## config.mk

```make
export PLATFORM = sky130hd
export DESIGN_NAME = kce_ctrl
export DESIGN_NICKNAME = d
export VERILOG_FILES = /design/src/rtl/kce_pkg.sv /design/src/rtl/kce_ctrl.sv
export SDC_FILE = /design/constraint.sdc
export NUM_CORES = 1
export LEC_CHECK = 0
export ABC_AREA = 0
export BUFFER_PORTS_ARGS = -buffer_cell sky130_fd_sc_hd__buf_2
export CAP_MARGIN = 0
export CORE_MARGIN = 5
export CORE_UTILIZATION = 30
export CTS_CLUSTER_DIAMETER = 60
export DETAILED_ROUTE_END_ITERATION = 8
export PLACE_DENSITY = 0.45
export SLEW_MARGIN = 20
export SYNTH_ARGS = -nofsm -noshare
export SYNTH_HDL_FRONTEND = slang
export SYNTH_SLANG_ARGS = --single-unit
```

## constraint.sdc

```tcl
create_clock -name clk -period 3.3 [get_ports clk]
set_input_delay 0.495 -clock clk [delete_from_list [all_inputs] [get_ports clk]]
set_output_delay 0.495 -clock clk [all_outputs]
set_load 0.05 [all_outputs]
```

## src/rtl/kce_pkg.sv

```systemverilog
// shared constants, codes and interface types of the k-means cluster engine
package kce_pkg;

  localparam int MAX_POINTS   = 1024;
  localparam int MAX_DIMS     = 8;
  localparam int MAX_CLUSTERS = 16;
  localparam int COORD_W      = 16;

  localparam int PT_IDX_W  = $clog2(MAX_POINTS);
  localparam int PT_CNT_W  = $clog2(MAX_POINTS + 1);
  localparam int DIM_IDX_W = $clog2(MAX_DIMS);
  localparam int DIM_CNT_W = $clog2(MAX_DIMS + 1);
  localparam int CL_IDX_W  = $clog2(MAX_CLUSTERS);
  localparam int CL_CNT_W  = $clog2(MAX_CLUSTERS + 1);
  localparam int ITER_W    = 8;

  localparam int PT_DEPTH  = MAX_POINTS * MAX_DIMS;
  localparam int PT_A_W    = $clog2(PT_DEPTH);
  localparam int CEN_DEPTH = MAX_CLUSTERS * MAX_DIMS;
  localparam int CEN_A_W   = $clog2(CEN_DEPTH);
  localparam int SUM_W     = COORD_W + PT_IDX_W + 1;
  localparam int DIST_W    = 2 * COORD_W + DIM_IDX_W;
  localparam int DIV_CNT_W = $clog2(SUM_W + 1);

  localparam int MODE_W    = 3;
  localparam int KIND_W    = 2;
  localparam int CFG_W     = PT_CNT_W;
  localparam int CFG_IDX_W = 2;

  localparam int IN_FIELDS_W  = COORD_W + PT_IDX_W + CL_IDX_W + DIM_IDX_W;
  localparam int IN_DATA_W    = ((IN_FIELDS_W + 7) / 8) * 8;
  localparam int OUT_FIELDS_W = CL_IDX_W + COORD_W;
  localparam int OUT_DATA_W   = ((OUT_FIELDS_W + 7) / 8) * 8;

  localparam logic [MODE_W-1:0] MODE_LOAD_PT  = 3'd0;
  localparam logic [MODE_W-1:0] MODE_LOAD_CEN = 3'd1;
  localparam logic [MODE_W-1:0] MODE_RUN      = 3'd2;
  localparam logic [MODE_W-1:0] MODE_READ_LBL = 3'd3;
  localparam logic [MODE_W-1:0] MODE_READ_CEN = 3'd4;

  localparam logic [KIND_W-1:0] KIND_RUN   = 2'd0;
  localparam logic [KIND_W-1:0] KIND_LABEL = 2'd1;
  localparam logic [KIND_W-1:0] KIND_COORD = 2'd2;

  localparam logic [CFG_IDX_W-1:0] REG_POINT_COUNT     = 2'd0;
  localparam logic [CFG_IDX_W-1:0] REG_DIMENSION_COUNT = 2'd1;
  localparam logic [CFG_IDX_W-1:0] REG_CLUSTER_COUNT   = 2'd2;
  localparam logic [CFG_IDX_W-1:0] REG_ITERATION_COUNT = 2'd3;

  localparam logic [PT_CNT_W-1:0]  RST_POINT_COUNT     = 11'd1024;
  localparam logic [DIM_CNT_W-1:0] RST_DIMENSION_COUNT = 4'd2;
  localparam logic [CL_CNT_W-1:0]  RST_CLUSTER_COUNT   = 5'd4;
  localparam logic [ITER_W-1:0]    RST_ITERATION_COUNT = 8'd10;

  typedef enum logic [3:0] {
    OP_NONE, OP_LOAD_PT, OP_LOAD_CEN, OP_READ_LBL, OP_READ_CEN, OP_CLEAR,
    OP_DIST, OP_ACC, OP_UPD_RD, OP_DIV_LOAD, OP_UPD_WR, OP_DONE
  } op_t;

  typedef enum logic [3:0] {
    S_IDLE, S_CLEAR, S_DIST, S_DRAIN, S_ACC, S_UPD_CHK, S_UPD_RD, S_DIV_LD,
    S_DIV, S_UPD_WR, S_DONE
  } state_t;

  typedef struct packed {
    op_t                  op;
    logic [PT_IDX_W-1:0]  p;
    logic [CL_IDX_W-1:0]  c;
    logic [DIM_IDX_W-1:0] d;
    logic [CEN_A_W-1:0]   k;
    logic                 first;
    logic                 last;
  } cmd_t;

  typedef struct packed {
    logic count_zero;
    logic div_busy;
    logic out_free;
    logic read_pend;
  } sts_t;

endpackage

```

## src/rtl/kce_ctrl.sv

```systemverilog
// sequencer state machine and configuration registers of the k-means engine
module kce_ctrl import kce_pkg::*; (
  input  logic                 clk,
  input  logic                 rst,
  input  logic                 s_tvalid,
  output logic                 s_tready,
  input  logic [MODE_W-1:0]    mode,
  input  logic                 cfg_we,
  input  logic [CFG_IDX_W-1:0] cfg_index,
  input  logic [CFG_W-1:0]     cfg_data,
  input  sts_t                 sts,
  output cmd_t                 cmd
);

  state_t               state, state_next;
  logic [ITER_W-1:0]    it, it_next;
  logic [PT_IDX_W-1:0]  p, p_next;
  logic [CL_IDX_W-1:0]  c, c_next;
  logic [DIM_IDX_W-1:0] d, d_next;
  logic [CEN_A_W-1:0]   k, k_next;
  logic [1:0]           drain, drain_next;

  logic [PT_CNT_W-1:0]  point_count;
  logic [DIM_CNT_W-1:0] dimension_count;
  logic [CL_CNT_W-1:0]  cluster_count;
  logic [ITER_W-1:0]    iteration_count;

  logic [PT_CNT_W-1:0]  np;
  logic [DIM_CNT_W-1:0] nd;
  logic [CL_CNT_W-1:0]  nc;
  logic last_p, last_d, last_c, last_k, last_it;

  always_ff @(posedge clk) begin
    if (rst) begin
      state           <= S_IDLE;
      it              <= '0;
      p               <= '0;
      c               <= '0;
      d               <= '0;
      k               <= '0;
      drain           <= '0;
      point_count     <= RST_POINT_COUNT;
      dimension_count <= RST_DIMENSION_COUNT;
      cluster_count   <= RST_CLUSTER_COUNT;
      iteration_count <= RST_ITERATION_COUNT;
    end else begin
      state <= state_next;
      it    <= it_next;
      p     <= p_next;
      c     <= c_next;
      d     <= d_next;
      k     <= k_next;
      drain <= drain_next;
      if (cfg_we) begin
        case (cfg_index)
          REG_POINT_COUNT:     point_count     <= cfg_data[PT_CNT_W-1:0];
          REG_DIMENSION_COUNT: dimension_count <= cfg_data[DIM_CNT_W-1:0];
          REG_CLUSTER_COUNT:   cluster_count   <= cfg_data[CL_CNT_W-1:0];
          REG_ITERATION_COUNT: iteration_count <= cfg_data[ITER_W-1:0];
          default: ;
        endcase
      end
    end
  end

  // counts saturated into their ranges
  always_comb begin
    np = point_count;
    if (point_count == '0) np = PT_CNT_W'(1);
    else if (point_count > PT_CNT_W'(MAX_POINTS)) np = PT_CNT_W'(MAX_POINTS);
    nd = dimension_count;
    if (dimension_count == '0) nd = DIM_CNT_W'(1);
    else if (dimension_count > DIM_CNT_W'(MAX_DIMS)) nd = DIM_CNT_W'(MAX_DIMS);
    nc = cluster_count;
    if (cluster_count == '0) nc = CL_CNT_W'(1);
    else if (cluster_count > CL_CNT_W'(MAX_CLUSTERS)) nc = CL_CNT_W'(MAX_CLUSTERS);
  end

  assign last_p  = ({1'b0, p} + PT_CNT_W'(1)) == np;
  assign last_d  = ({1'b0, d} + DIM_CNT_W'(1)) == nd;
  assign last_c  = ({1'b0, c} + CL_CNT_W'(1)) == nc;
  assign last_k  = k == CEN_A_W'(CEN_DEPTH - 1);
  assign last_it = ({1'b0, it} + (ITER_W + 1)'(1)) == {1'b0, iteration_count};

  always_comb begin
    state_next = state;
    it_next    = it;
    p_next     = p;
    c_next     = c;
    d_next     = d;
    k_next     = k;
    drain_next = drain;
    s_tready   = 1'b0;
    cmd.op     = OP_NONE;
    cmd.p      = p;
    cmd.c      = c;
    cmd.d      = d;
    cmd.k      = k;
    cmd.first  = d == '0;
    cmd.last   = last_d;
    case (state)
      S_IDLE: begin
        s_tready = !sts.read_pend && sts.out_free;
        if (s_tvalid && s_tready) begin
          case (mode)
            MODE_LOAD_PT:  cmd.op = OP_LOAD_PT;
            MODE_LOAD_CEN: cmd.op = OP_LOAD_CEN;
            MODE_READ_LBL: cmd.op = OP_READ_LBL;
            MODE_READ_CEN: cmd.op = OP_READ_CEN;
            MODE_RUN: begin
              it_next = '0;
              k_next  = '0;
              if (iteration_count == '0) state_next = S_DONE;
              else state_next = S_CLEAR;
            end
            default: ;
          endcase
        end
      end
      S_CLEAR: begin
        cmd.op = OP_CLEAR;
        k_next = k + CEN_A_W'(1);
        if (last_k) begin
          state_next = S_DIST;
          p_next     = '0;
          c_next     = '0;
          d_next     = '0;
        end
      end
      S_DIST: begin
        cmd.op = OP_DIST;
        if (last_d) begin
          d_next = '0;
          if (last_c) begin
            c_next     = '0;
            drain_next = '0;
            state_next = S_DRAIN;
          end else begin
            c_next = c + CL_IDX_W'(1);
          end
        end else begin
          d_next = d + DIM_IDX_W'(1);
        end
      end
      S_DRAIN: begin
        drain_next = drain + 2'd1;
        if (drain == 2'd2) state_next = S_ACC;
      end
      S_ACC: begin
        cmd.op = OP_ACC;
        if (last_d) begin
          d_next = '0;
          if (last_p) begin
            c_next     = '0;
            state_next = S_UPD_CHK;
          end else begin
            p_next     = p + PT_IDX_W'(1);
            state_next = S_DIST;
          end
        end else begin
          d_next = d + DIM_IDX_W'(1);
        end
      end
      S_UPD_CHK: begin
        d_next = '0;
        if (!sts.count_zero) begin
          state_next = S_UPD_RD;
        end else if (!last_c) begin
          c_next = c + CL_IDX_W'(1);
        end else if (last_it) begin
          state_next = S_DONE;
        end else begin
          it_next    = it + ITER_W'(1);
          k_next     = '0;
          state_next = S_CLEAR;
        end
      end
      S_UPD_RD: begin
        cmd.op     = OP_UPD_RD;
        state_next = S_DIV_LD;
      end
      S_DIV_LD: begin
        cmd.op     = OP_DIV_LOAD;
        state_next = S_DIV;
      end
      S_DIV: begin
        if (!sts.div_busy) state_next = S_UPD_WR;
      end
      S_UPD_WR: begin
        cmd.op = OP_UPD_WR;
        if (!last_d) begin
          d_next     = d + DIM_IDX_W'(1);
          state_next = S_UPD_RD;
        end else if (!last_c) begin
          d_next     = '0;
          c_next     = c + CL_IDX_W'(1);
          state_next = S_UPD_CHK;
        end else if (last_it) begin
          d_next     = '0;
          state_next = S_DONE;
        end else begin
          d_next     = '0;
          it_next    = it + ITER_W'(1);
          k_next     = '0;
          state_next = S_CLEAR;
        end
      end
      S_DONE: begin
        if (sts.out_free) begin
          cmd.op     = OP_DONE;
          state_next = S_IDLE;
        end
      end
      default: state_next = S_IDLE;
    endcase
  end

endmodule

```

# After elaboration in Yosys (flattened, before gate mapping)
# Index checks and enable logic that the tools add are counted.
[word_totals]
ff_bits = 66
output_inout_bits = 31
wordCells = 151
[classes]
n_addsub = 10
order_cmp = 3
eq_ne = 37
mux = 61
n_reduce_logical = 29
[op_table]
columns = ["op", "n"]
rows = [
  ["4-bit two-way mux", 26],
  ["8-bit two-way mux", 6],
  ["4-bit one-hot mux with 11 select lines", 1],
  ["7-bit two-way mux", 6],
  ["4-bit one-hot mux with 8 select lines", 1],
  ["10-bit two-way mux", 3],
  ["7-bit one-hot mux with 4 select lines", 1],
  ["2-bit != test (second input constant)", 12],
  ["8-bit one-hot mux with 3 select lines", 1],
  ["11-bit two-way mux", 2],
  ["10-bit one-hot mux with 2 select lines", 1],
  ["4-bit one-hot mux with 5 select lines", 1],
  ["4-bit by 3-bit equality test with 1-bit output (second input constant)", 4],
  ["4-bit equality test (second input constant)", 3],
  ["3-bit two-way mux", 4],
  ["3-bit one-hot mux with 4 select lines", 1],
  ["10-bit by 1-bit adder with 11-bit output (second input constant)", 1],
  ["11-bit equality test", 1],
  ["11-bit > comparator (second input constant)", 1],
  ["11-bit logical NOT", 1],
  ["10-bit by 1-bit adder with 10-bit output (second input constant)", 1],
  ["5-bit two-way mux", 2],
  ["10-bit AND reduction", 1],
  ["2-bit AND reduction", 5],
  ["43 further kinds", 54],
]

# Longest topological paths before layout
# Gate-level depths: netlist of the first run.
[depth]
depth_word = 7
ltp_mapped = 11
ltp_nobuf = 10

# Least setup slack after synthesis of the first run
# Ideal clock, no wire load.
[synth_path]
path_kind = "register -> register"
from = "reg d[0]"
to = "reg it[5]"
setup_time_ns = 0.122
t_arrival_ns = 2.964
path_slack_ns = 0.214
path_stages_with_launch = 12
n_path_buf = 1
period_less_slack_ns = 3.086
path_cell_list = "dfxtp_1 > inv_1 > ha_1 > nor4_1 > a211oi_1 > o21ai_0 > and2_1 > buf_2 > o221ai_1 > a211oi_4 > a21oi_4 > a221o_1"
[synth_between]
elab_chain_len = 4
[synth_lines]
columns = ["item", "line", "text"]
rows = [
  ["start, declared", "kce_ctrl.sv:19", "logic [DIM_IDX_W-1:0] d, d_next;"],
  ["start signal, assigned", "kce_ctrl.sv:51", "d <= d_next;"],
  ["3-bit by 1-bit adder with 4-bit output", "kce_ctrl.sv:80", "assign last_d = ({1'b0, d} + DIM_CNT_W'(1)) == nd;"],
  ["4-bit equality test", "kce_ctrl.sv:80", ""],
  ["net last_d", "kce_ctrl.sv:31", "logic last_p, last_d, last_c, last_k, last_it;"],
  ["2-bit != test (no source line)", "-", ""],
  ["5-bit AND reduction (no source line)", "-", ""],
  ["end signal, assigned", "kce_ctrl.sv:48", "it <= it_next;"],
  ["end, declared", "kce_ctrl.sv:16", "logic [ITER_W-1:0] it, it_next;"],
]
# The timed path passes the listed nets, and every way through them passes these cells.
# A chain may end at the register's enable or synchronous reset.

# Final worst setup path of the first run
[layout_path]
from = "reg state[0]"
to = "reg c[1]"
[layout_between]
elab_chain_len = 3
word_cells_on_any_way = 14
classes_between = "eq/ne (11); mux (1); reduce/logical (2)"
[layout_lines]
columns = ["item", "line", "text"]
rows = [
  ["start, declared", "kce_ctrl.sv:15", "state_t state, state_next;"],
  ["start signal, assigned", "kce_ctrl.sv:47", "state <= state_next;"],
  ["4-bit equality test (tied with other cells)", "kce_ctrl.sv:101", "case (state)"],
  ["5-bit nonzero test (no source line) / 2-bit != test (equally long branches)", "-", ""],
  ["7-bit AND reduction (no source line)", "-", ""],
  ["end signal, assigned", "kce_ctrl.sv:50", "c <= c_next;"],
  ["end, declared", "kce_ctrl.sv:18", "logic [CL_IDX_W-1:0] c, c_next;"],
]
# Several ways; a longest one is shown, not always the timed one.

==> metrics, run 1 <==
outcome finished, final reports clean; initial antenna violation count 0; fin crit period 2957 ps; vias per cell 5.374; Buf+Inv Stages, Crit Path 2; Post-DRT Antenna Nets 0; PwrDens 388.7 nW/um^2; CP Cell Sequence buf_4 -> nor2b_1 -> o311ai_0 -> buf_4 -> nor4b_1 -> a211oi_2 -> a21oi_2 -> mux2i_1 -> nor2_1; antenna cell count 0; Required @ worst endpoint 3510 ps; final net count 621; DP HPWL 9650 um; Slew headroom 0.5165; Worst-Skew Late Latency 330 ps; Crit path max-delay family compound AO/OA/AOI/OAI gates; Starting Density 0.3014; Placer Congestion 0.8587; async set-reset flop share out of synthesis 0; wirelength, routed 12690 um; TritonCTS clock tree built; Worst path depth 9; fmax 338.2 MHz; setup TNS 0 ps; cell area after synthesis 4330 um^2; final std cells w/o fill 779; htree depth 3; die span in y 130.1 um; Worst setup SP type flop; site row count 44; Num CTS Buffers 9; share of layout cells above drive strength 1 0.1681; Power Total 1.993 mW; CP max-delay cell o311ai_0; CTS sink cnt 66; post-synthesis register bit count 66; first-pass GRT wire length 20800 um; routed len/inst 16.29 um; unrepaired setup endpoints after global routing no; vias in the first global route 3889; Primary FF master, synth dfxtp_1; Yosys top cell area share 0.3051; Slew @ Worst Pin 724.2 ps; Post-synth EDFFs 0; DRT iter0 DRCs 221; Yosys warning count 0; Post-Place Cells 763; Vias 4186; # port buffers 54; Syn Nets 573; Synth area leaders dfxtp_1, mux2i_1, nand2_1, nor2_1, o21ai_0; leading area contributor after synthesis dfxtp_1; Static Leakage 1.974 nW; Post-route DRC 0; top post-synthesis cells by count dfxtp_1, nand2_1, nor2_1; sequential area share after synthesis 0.3051; Slew Viols, Final 0; period utilisation layout 0.8961; endpoints failing hold 0; VDD IR-drop max 0.0002354 V; Cell variety after synth 74; Synth Area per Inst 7.990 um^2; synthesized instance count 542; clk buf depth 2; First-pass DRT Iterations 4; Overflow after GRT 0; chip width 130.1 um; Setup Skew 12.83 ps; core area 14370 um^2; Syn-to-layout area delta 18.38%; Die Area 16940 um^2; Tot GR Track Use 0.1538; Hold Path Class input port to flop; Max FO, Critical Path 14; Hold Crit Depth 3; final setup fails 0; most frequent cell after synthesis dfxtp_1; root buffer cell clkbuf_16; io pins 55; FF-to-FF path depth 9; # Max-Cap Violations 0; dpl cell area 4800 um^2; CP dominant cell by count buf_4; largest net degree at the start of global routing 31; Clk pin slew, worst setup/hold paths 60 ps; design area 5126 um^2; Max stage delay on crit path 570 ps; crit path DAT 3170 ps; crit end category flop; Worst Path Class, Setup flop to flop
-- layer usage --
metal  GRT usage  share of wire
met5           0              0
met4     0.04707         0.0094
met3     0.02906          0.046
met2      0.2320           0.45
met1      0.2213           0.49
-- power breakdown --
group          internal [mW]  total [mW]  switching (mW)
combinational         0.0525       0.133          0.0808
clock                  0.663        1.03           0.370
sequential             0.810       0.827          0.0169
-- timing repair --
| action | CTS | global route |
|---|---|---|
| setup buffers | 0 | 0 |
| hold buffers | 0 | 0 |
| hold endpoints to repair | 0 | 0 |
| endpoints found under the setup margin | 0 | 1 |
| resized for setup | 0 | 1 |
-- cell usage in the layout, fill, tap and decap left out, drive strengths merged, types with 4 or more instances in the layout --
master  instances
dfxtp          66
buf            65
nor2           51
nand2          51
o21ai          34
a21oi          29
nand3          24
mux2i          21
inv            20
xnor2          18
o211ai         14
nor2b          13
nor3           11
and3           10
a22o           10
clkbuf         10
nand2b          8
nor4            8
xor2            8
a211oi          8
nand4           7
or3             7
ha              7
o41ai           6
and2            5
a31oi           5
nor4b           5
a221o           4
o21a            4
o311ai          4
-- final timing paths --
check                    from             end  slack [ps]
setup reg to reg     state[0]            c[1]         340
hold reg to reg      drain[1]        drain[1]         480
hold / removal    cfg_data[9]  point_count[9]         400
setup / recovery     state[0]            c[1]         340
-- through the flow --
| stage | hold WS (ps) | setup WS (ps) | util |
|---|---|---|---|
| after global routing | 413.0 | 40.77 | 0.3568 |
| after CTS | 393.5 | 280.7 | 0.3561 |
| after detailed placement | 480.3 | 308.4 | 0.3340 |
| after floorplan | 457.9 | 213.7 | - |
| final | 404.1 | 343.0 | 0.3568 |
| after global placement | 472.8 | 378.0 | 0.3340 |
-- state kept, by name (all words and copies together) (netlist names) --
signal,flops
c,4
point_count,11
iteration_count,8
k,7
d,3
drain,2
it,8
state,4
dimension_count,4
cluster_count,5
p,10
-- area by class of cell --
type / instances / area (um^2)
flip-flops and latches: 66 / 1321
multi-input cells: 429 / 2833
inverters: 19 / 71.32
clock buffers: 10 / 229.0
well taps: 184 / 230.2
clock inverters: 6 / 88.84
repair buffers: 65 / 352.8
fillers: 1512 / 9243
-- logic make-up (layout without fill, tap and decap cells) --
logic type,Yosys count,in the layout,share of synthesized area
and+or+nand+nor,222,222,0.2676
AOI/OAI and AO/OA,150,150,0.2473
DFF,66,66,0.3051
buffers and inverters,47,100,0.04391
xor gates and xnor gates,28,28,0.06472
muxes,22,22,0.05114
adders and majority gates,7,7,0.02022
-- worst register-to-register path: cells and delay by family, from the launching register on --
kind | cells | cell delay, ps
AND/OR/NAND/NOR | 3 | 640
buffers and inverters | 2 | 480
flip-flops | 1 | 470
multiplexers | 1 | 250
AO/OA/AOI/OAI | 3 | 1010
No activity file was read; power rests on OpenSTA's default activity.
==> inputs of run 2 (changes only) <==
PLACE_DENSITY = unset   (was 0.45)
PLACE_DENSITY_LB_ADDON = 0.2   (was unset)
==> metrics, run 2 (same netlist as run 1, synthesis figures left out) <==
Slew Viols, Final 0 (unchanged); share of layout cells above drive strength 1 0.1669 (-0.001120); Worst Path Class, Setup flop to primary output; crit end category primary output; Tot GR Track Use 0.1531 (-0.0006933); VDD IR-drop max 0.0002033 V (-14%); most common cell after layout, fill and taps aside dfxtp_1; vias per cell 5.436 (+1.2%); CTS sink cnt 66 (unchanged); io pins 55 (unchanged); wirelength, routed 12560 um (-1.0%); Syn-to-layout area delta 18.84%; most frequent cells in the layout dfxtp_1, buf_2, nor2_1, nand2_1, o21ai_0; routed len/inst 16.17 um (-0.77%); Overflow after GRT 0 (unchanged); number of flip-flops in the largest register 11 (unchanged); largest net degree at the start of global routing 29 (-6.5%); fmax 340.2 MHz (+0.61%); First-pass DRT Iterations 5 (+1); Die Area 16940 um^2 (unchanged); vias in the first global route 4043 (+4.0%); Static Leakage 1.980 nW (+0.31%); htree depth 3 (unchanged); Required @ worst endpoint 2800 ps (-710 ps); largest registers point_count (11), p (10); setup ws final 360.9 ps (+17.89 ps); period utilisation layout 0.8906 (-0.005421); Biggest register point_count; core area 14370 um^2 (unchanged); DRT iter0 DRCs 195 (-12%); Worst setup SP type flop; Num CTS Buffers 9 (unchanged); TritonCTS clock tree built; Vias 4224 (+0.91%); Hold Path Class input port to flop; DP HPWL 9476 um (-1.8%); outcome finished, final reports clean; Clk pin slew, worst setup/hold paths 60 ps (about the same); Place WS 371.4 ps (+63.03 ps); # port buffers 54 (unchanged); final setup fails 0 (unchanged); fin crit period 2939 ps (-17.89 ps); # Max-Cap Violations 0 (unchanged); Power Total 2.098 mW (+5.3%); Post-DRT Antenna Nets 0 (unchanged); Post-CTS Setup Inserts 0 (unchanged); first-pass GRT wire length 20810 um (about the same); unrepaired setup endpoints after global routing no; endpoints failing hold 0 (unchanged); Placer Congestion 0.8005 (-6.8%); Post-CTS Resized 0 (unchanged); root buffer cell clkbuf_16; crit path DAT 2440 ps (-730 ps); Worst-Skew Late Latency 340 ps (about the same); die span in y 130.1 um (unchanged); CTS Hold Bufs 0 (unchanged); initial antenna violation count 0 (unchanged); Setup Skew 5.829 ps (-7.001 ps); Post-route DRC 0 (unchanged); hold slack 396.2 ps (-7.888 ps); clk buf depth 2 (unchanged); setup TNS 0 ps (unchanged); PwrDens 407.7 nW/um^2 (+4.9%); chip width 130.1 um (unchanged); Max FO, Critical Path 10 (-4); Starting Density 0.3014 (unchanged); Slew headroom 0.5225 (+0.005973); final net count 619 (-0.32%); Slew @ Worst Pin 715.3 ps (-8.947 ps); antenna cell count 0 (unchanged); site row count 44 (unchanged)
run 2: path summary, 6_finish.rpt:
path               endpoint         from  depth (start not counted)  slack (ps)
max                  cmd[0]         d[0]                          8         360
min          point_count[8]  cfg_data[8]                          3         400
max reg2reg            c[2]     state[0]                          9         400
min reg2reg        drain[1]     drain[1]                          2         500
run 2: critical path, cell delays in order (launching register included):
cell	delay [ps]
dfxtp_1	480
inv_1	110
ha_1	380
and4b_1	220
a211oi_1	240
o21ai_0	110
and2_1	180
buf_4	170
buf_2	220
run 2: power breakdown:
group	internal [mW]	switching, mW
combinational	0.0525	0.0814
sequential	0.810	0.0165
clock	0.760	0.378
total	1.62	0.476
run 2: area by class of cell:
type                    count  area (um^2)
clock buffers              10        239.0
clock inverters             6        113.9
fillers                  1490         9223
inverters                  19        71.32
multi-input cells         429         2833
flip-flops and latches     66         1321
well taps                 184        230.2
repair buffers             63        337.8
run 2: per-stage QoR:
| stage | utilization | cells | area, um^2 |
|---|---|---|---|
| floorplan | - | 542 | 4330 |
| global placement | 0.3330 | 761 | 4785 |
| detailed placement | 0.3330 | 761 | 4785 |
| CTS | 0.3575 | 777 | 5137 |
| global route | 0.3582 | 777 | 5146 |
| finish | 0.3582 | 777 | 5146 |
run 2: layer usage:
metal / part of all wire / routed length, um / track usage
met1: 0.49 / 6141 / 0.2096
met2: 0.45 / 5614 / 0.2393
met3: 0.048 / 602 / 0.02661
met4: 0.016 / 205 / 0.05990
met5: 0 / 0 / 0
==> inputs of run 3 (changes only) <==
RECOVER_POWER = 50   (was unset)
==> metrics, run 3 (same netlist as run 1, synthesis figures left out) <==
die span in y 130.1 um (unchanged); Num CTS Buffers 9 (unchanged); final std cells w/o fill 777 (unchanged); Worst setup SP type flop; first-pass GRT wire length 20810 um (unchanged); htree depth 3 (unchanged); period utilisation layout 0.8958 (+0.005210); final setup fails 0 (unchanged); Tot GR Track Use 0.1531 (unchanged); clk buf depth 2 (unchanged); site row count 44 (unchanged); Post-Place Cells 761 (unchanged); Max stage delay on crit path 480 ps (about the same); VDD IR-drop max 0.0002044 V (+0.54%); Worst-Skew Late Latency 340 ps (about the same); Die Area 16940 um^2 (unchanged); DP HPWL 9476 um (unchanged); fmax 338.3 MHz (-0.58%); Sequential cell area 1321 um^2 (unchanged); crit path DAT 2460 ps (+20 ps); Vias 4192 (-0.76%); Slew Viols, Final 0 (unchanged); Post-route DRC 0 (unchanged); Fill cells 1501 (+0.74%); Buf+Inv Stages, Crit Path 3 (unchanged); Placer Congestion 0.8005 (unchanged); share of layout cells above drive strength 1 0.1265 (-0.04047); Clk pin slew, worst setup/hold paths 60 ps (about the same); most frequent cells in the layout dfxtp_1, nor2_1, nand2_1; First-pass DRT Iterations 4 (-1); DRT iter0 DRCs 224 (+15%); largest net degree at the start of global routing 29 (unchanged); Starting Density 0.3014 (unchanged); wirelength, routed 12560 um (about the same); fin crit period 2956 ps (+17.19 ps); most common cell after layout, fill and taps aside dfxtp_1; setup TNS 0 ps (unchanged); vias in the first global route 4043 (unchanged); Slew @ Worst Pin 1284 ps (+568.8 ps); Post-CTS Setup Inserts 0 (unchanged); root buffer cell clkbuf_16; unrepaired setup endpoints after global routing no; Setup Skew 5.701 ps (-0.1273 ps); crit end category primary output; hold slack 394.9 ps (-1.383 ps); Crit path max-delay family buffers and inverters; endpoints failing hold 0 (unchanged); largest registers point_count (11), p (10); Biggest register point_count; Syn-to-layout area delta 17.94%; Static Leakage 1.880 nW (-5.1%); # port buffers 54 (unchanged); chip width 130.1 um (unchanged); number of flip-flops in the largest register 11 (unchanged); CP max-delay cell dfxtp_1; # Max-Cap Violations 0 (unchanged); outcome finished, final reports clean; Required @ worst endpoint 2800 ps (about the same); io pins 55 (unchanged); Hold Path Class input port to flop; PwrDens 410.8 nW/um^2 (+0.76%); Post-DRT Antenna Nets 0 (unchanged); routed len/inst 16.16 um (about the same); antenna cell count 0 (unchanged); Slew headroom 0.1439 (-0.3786); vias per cell 5.395 (-0.76%); CP Cell Sequence inv_1 -> ha_1 -> and4b_1 -> a211oi_1 -> o21ai_0 -> and2_1 -> buf_4 -> buf_2; initial antenna violation count 0 (unchanged); TritonCTS clock tree built; Overflow after GRT 0 (unchanged); core area 14370 um^2 (unchanged); CTS sink cnt 66 (unchanged); Multi-input gate area 2828 um^2 (-0.18%); Max FO, Critical Path 10 (unchanged); final net count 619 (unchanged); Worst Path Class, Setup flop to primary output
## run 3: cell count changes in the layout (fill, tap and decap cells not counted)
| cell | before | now |
|---|---|---|
| clkbuf_1 | 0 | 23 |
| nor3b_1 | 1 | 2 |
| nor3b_2 | 1 | 0 |
| buf_2 | 54 | 33 |
| buf_4 | 9 | 7 |
## run 3: path summary, 6_finish.rpt
check	from	end	slack, ps	cells past startpoint
hold / removal	cfg_data[8]	point_count[8]	390	3
setup / recovery	d[0]	cmd[0]	340	8
hold reg to reg	drain[1]	drain[1]	500	2
setup reg to reg	d[0]	it[5]	360	10
## run 3: repair_timing
item                                    in CTS  in global routing
endpoints found under the setup margin       0                  1
hold buffers                                 0                  0
gates resized for setup                      0                  1
## run 3: routing by layer
metal,vias up,share of wire,global-route usage,routed length [um]
met5,-,0,0,0
met4,0,0.016,0.05990,204
met3,13,0.042,0.02661,532
met2,86,0.44,0.2393,5573
met1,1977,0.50,0.2096,6246
li1,2116,-,-,-
## run 3: layout make-up
class / count / share of cell area
Multi-Input combinational cell: 429 / 0.5536
Sequential cell: 66 / 0.2587
Timing Repair Buffer: 63 / 0.05953
Clock buffer: 10 / 0.04679
Tap cell: 184 / 0.04508
Clock inverter: 6 / 0.02229
Inverter: 19 / 0.01396
## run 3: report_power, final
group	internal, mW	total [mW]	leakage, nW	switching [mW]
clock network	0.760	1.14	0.165	0.380
registers	0.810	0.826	0.534	0.0164
logic	0.0515	0.133	1.18	0.0811
total	1.62	2.10	1.88	0.477
## run 3: worst min-delay path: cells and delay by family
family                 cells  cell delay [ps]
buffers and inverters      1               70
muxes                      1               50
and+or+nand+nor            1               80
## run 3: metrics by stage
step	util	power (mW)	area, um^2	worst slack [ps]
global placement	0.3330	0.9744	4785	425.0
floorplan	-	0.9246	4330	213.7
finish	0.3555	2.098	5107	343.7
CTS	0.3575	2.117	5137	339.4
detailed placement	0.3330	0.9767	4785	371.4
global route	0.3555	2.175	5107	94.31
